--- src/hdl/uvs_pkg.sv ---
package uvs_pkg;

  localparam int MAX_GRID = 1024;
  localparam int COUNT_W  = 11;
  localparam int IDX_W    = 10;
  localparam int DEN_W    = 10;
  localparam int QUO_W    = 25;
  localparam int NUM_W    = QUO_W + DEN_W;
  localparam int PHASE_W  = 24;
  localparam int MAG_W    = 31;
  localparam int SIN_LAT  = 16;

  localparam logic [30:0] HALF_PI_Q30 = 31'd1686629713;
  localparam logic [30:0] ONE_Q30     = 31'd1073741824;

  typedef enum logic [1:0] {
    REG_RADIUS       = 2'd0,
    REG_RING_COUNT   = 2'd1,
    REG_SECTOR_COUNT = 2'd2
  } reg_index_t;

  // sine or cosine of one phase: Q30 magnitude and sign
  typedef struct packed {
    logic [MAG_W-1:0] mag;
    logic             neg;
  } sin_out_t;

endpackage

--- src/hdl/uvs_divider.sv ---
module uvs_divider #(
  parameter int QUO_W = uvs_pkg::QUO_W,
  parameter int DEN_W = uvs_pkg::DEN_W
) (
  input  logic                   clk,
  input  logic                   en,
  input  logic [QUO_W+DEN_W-1:0] num,
  input  logic [DEN_W-1:0]       den,
  output logic [QUO_W-1:0]       quo
);
  import uvs_pkg::*;

  // one quotient bit per stage; the user must keep the divisor static configuration, the block does not enforce it
  logic [DEN_W-1:0] rem  [QUO_W];
  logic [QUO_W-1:0] low  [QUO_W];
  logic [QUO_W-1:0] part [QUO_W];

  for (genvar i = 0; i < QUO_W; i++) begin : g_stage
    logic [DEN_W-1:0] rem_in;
    logic [QUO_W-1:0] low_in;
    logic [QUO_W-1:0] part_in;
    logic [DEN_W:0]   trial;
    logic             fits;

    if (i == 0) begin : g_first
      assign rem_in  = num[QUO_W+DEN_W-1:QUO_W];
      assign low_in  = num[QUO_W-1:0];
      assign part_in = '0;
    end else begin : g_next
      assign rem_in  = rem[i-1];
      assign low_in  = low[i-1];
      assign part_in = part[i-1];
    end

    assign trial = {rem_in, low_in[QUO_W-1]};
    assign fits  = trial >= {1'b0, den};

    always_ff @(posedge clk) begin
      if (en) begin
        rem[i]  <= fits ? DEN_W'(trial - {1'b0, den}) : trial[DEN_W-1:0];
        low[i]  <= {low_in[QUO_W-2:0], 1'b0};
        part[i] <= {part_in[QUO_W-2:0], fits};
      end
    end
  end

  assign quo = part[QUO_W-1];

endmodule

--- config.mk ---
export PLATFORM = sky130hd
export DESIGN_NAME = uvs_divider
export DESIGN_NICKNAME = d
export VERILOG_FILES = /design/src/hdl/uvs_pkg.sv /design/src/hdl/uvs_divider.sv
export SDC_FILE = /design/constraint.sdc
export NUM_CORES = 1
export LEC_CHECK = 0
export ABC_AREA = 1
export BUFFER_PORTS_ARGS = -buffer_cell sky130_fd_sc_hd__buf_4
export CAP_MARGIN = 20
export CELL_PAD_IN_SITES_DETAIL_PLACEMENT = 0
export CELL_PAD_IN_SITES_GLOBAL_PLACEMENT = 1
export CORE_MARGIN = 2
export CORE_UTILIZATION = 55
export DETAILED_ROUTE_END_ITERATION = 10
export GPL_TIMING_DRIVEN = 0
export HOLD_SLACK_MARGIN = 0.02
export PLACE_DENSITY_LB_ADDON = 0.1
export SETUP_SLACK_MARGIN = 0.1
export SYNTH_ARGS = -nofsm -noshare
export SYNTH_HDL_FRONTEND = slang
export SYNTH_SLANG_ARGS = --single-unit
--- constraint.sdc ---
create_clock -name clk -period 8.7 [get_ports clk]
set_input_delay 0.435 -clock clk [delete_from_list [all_inputs] [get_ports clk]]
set_output_delay 0.435 -clock clk [all_outputs]
set_load 0.005 [all_outputs]
==> results.cfg <==
[outcome]
status = completed

[timing]
fin_crit_sh = 0.251
finalSetupViolCount = 0
finalClockSkew_ns = 0.0274
final-hold-violation-count = 0
drv_slew = 0
period_needed_ns = 2.18
max-slew-margin-rel = 0.551
rsz0062_at_grt = no
worst_slew_pin_slew_ns = 0.673
max_freq_mhz = 459
timing.final.ws_setup_ns = 6.52

[cells_and_area]
drive_gt1_frac = 0.0805
seqCellArea_mm2 = 0.0260
antenna_cells = 0
most-common-layout-cells = 1443 x nand2_1, 865 x edfxtp_1, 443 x inv_1, 342 x nand3_1, 250 x ha_1
syn_to_final_growth_pct = 12.9
fillers = 6230
multi_input_area_mm2 = 0.0140
layout_commonest_cell = nand2_1
fin_nets = 4542

[worst_setup_path]
end_kind = flip-flop
cp.arrival_ns = 2.56
setup.worst_path.class = in2reg
crit_fanout = 13
worst_ep_required_time_ns = 9.08
reg2regPathDepth = 9
critPathLaunchType = input pin

[synthesis]
synth-seq-area-share = 0.618
synth_cell_types = 30
synth_area_leaders = edfxtp_1 62%, nand2_1 13%, ha_1 7.4%
postSynthAreaPerCell_um2 = 10.5
syn_inst = 4017
ys_warn_count = 0
ys_ff_latch = 865
synth.largest_area_cell = edfxtp_1
netlist_area_mm2 = 0.0420
synth.net_count = 4338
netlist.area_leader.share = 0.618

[clocking]
ctsResizeCount = 0
cts_root_buffer = clkbuf_16
numCtsBuffers = 90
cts_htree_levels = 3
clk_latency_ns = 0.65
tritoncts = yes
clk_path_buf_depth = 3
cts.sinks = 865
path_clk_slew_ns = 0.06

[global_route]
antenna_found_initial = 0
grt_start_max_net_pins = 137
grt_pass1_vias = 25534
grt_pass1_wl_um = 130000
overflow = 0
grt_use_total = 0.207

[hold_path]
hold_path_depth = 3
hp-class = in2reg

[placement]
pre_cts_slack_ns = 5.83
hpwl_um = 53400
placement.io_buffers = 71
routabilityCongestion = 0.834

[power_and_ir_drop]
ir_drop_uv = 176
power_w = 0.0155
p_leak_nw = 21.0
powerDensity_mw_per_mm2 = 327

[die]
die_w_um = 280
rows = 101
die_y_um = 280
dieArea_mm2 = 0.0787
core-area_mm2 = 0.0758
start_util = 0.554
ios = 72

[detailed_routing]
route.final.wire_length_um = 79400
remaining_drc_errors = 0
dr.pass1.iters = 7
num_vias = 26568
first_iter_violations = 1842
final_antenna_net_count = 0
routedWlPerCell_um = 15.0
viasPerCell = 5.04

[run]
drv_cap = 0
Yosys cell counts, drive strengths merged:
master and number:
a21o 2, a21oi 117, and2 24, buf 30
edfxtp 865, fa 24, ha 250, inv 475
nand2 1466, nand3 347, nand3b 20, nand4 26
nor2 200, nor3 17, o2111ai 1, o21ai 26
o21bai 22, or2 33, xor2 72
cell type report:
class                      instances  share of cell area
buffer                            30             0.00607
clock buffer                     108              0.0498
clock inverter                    60              0.0132
inverter                         475              0.0376
multi-input combinational       2647               0.295
sequential                       865               0.547
tap                              978              0.0258
timing repair buffer             112              0.0251
registers in the layout, summed over array words and instances, names as in the netlist:
register	flops
rem	240
part	325
low	300
worst paths after layout:
path	from	endpoint	slack (ns)
hold / removal	num[27]	rem[0][3]	0.08
hold reg to reg	part[0][326]	part[0][352]	0.40
setup / recovery	den[4]	rem[1][9]	6.52
setup reg to reg	rem[2][36]	rem[3][8]	6.56
per-stage QoR:
step | hold slack, ns | cell area [um2] | setup TNS [ns] | utilization | std cells
2_1_floorplan | 0.400 | 42000 | 0 | - | 4017
3_3_place_gp | 0.400 | 43800 | -6.58 | 0.578 | 5066
3_5_place_dp | 0.405 | 44200 | 0 | 0.583 | 5083
4_1_cts | 0.0379 | 47400 | 0 | 0.626 | 5275
5_1_grt | 0.0657 | 47400 | 0 | 0.626 | 5275
6_report | 0.0786 | 47400 | 0 | 0.626 | 5275
worst max-delay path, stage by stage:
cell	delay (ns)
buf_4	0.11
inv_2	0.44
buf_12	0.26
ha_1	0.31
nand2_1	0.10
nand2_1	0.08
a21oi_1	0.18
nand2_1	0.10
nand2_1	0.08
nand2_2	0.09
buf_4	0.19
nand3_1	0.09
nand2_1	0.07
cells by family after synthesis:
| logic type | synth area share |
|---|---|
| simple gates | 0.211 |
| flops | 0.618 |
| xor+xnor | 0.0150 |
| fa+ha+maj | 0.0858 |
| compound gates | 0.0215 |
| buf+inv | 0.0493 |
layer usage:
metal	track usage	vias to the layer above	wire length [um]
li1	-	13893	-
met1	0.293	12180	37800
met3	0.0291	95	3280
met4	0.0511	0	1240
met5	0	-	0
met2	0.340	400	37000
timing repair:
item,4_1_cts,5_1_grt
hold buffers,24,0
setup buffers,0,0
endpoints found under the hold margin,24,0
power by group:
part	total, W	switching [W]	internal, W	leakage [nW]
Sequential	0.00615	0.000410	0.00574	8.46
Combinational	0.00557	0.00350	0.00207	11.1
Clock	0.00382	0.00159	0.00223	1.44
Total	0.0155	0.00550	0.0100	21.0
(Power assumes the default switching activity.)
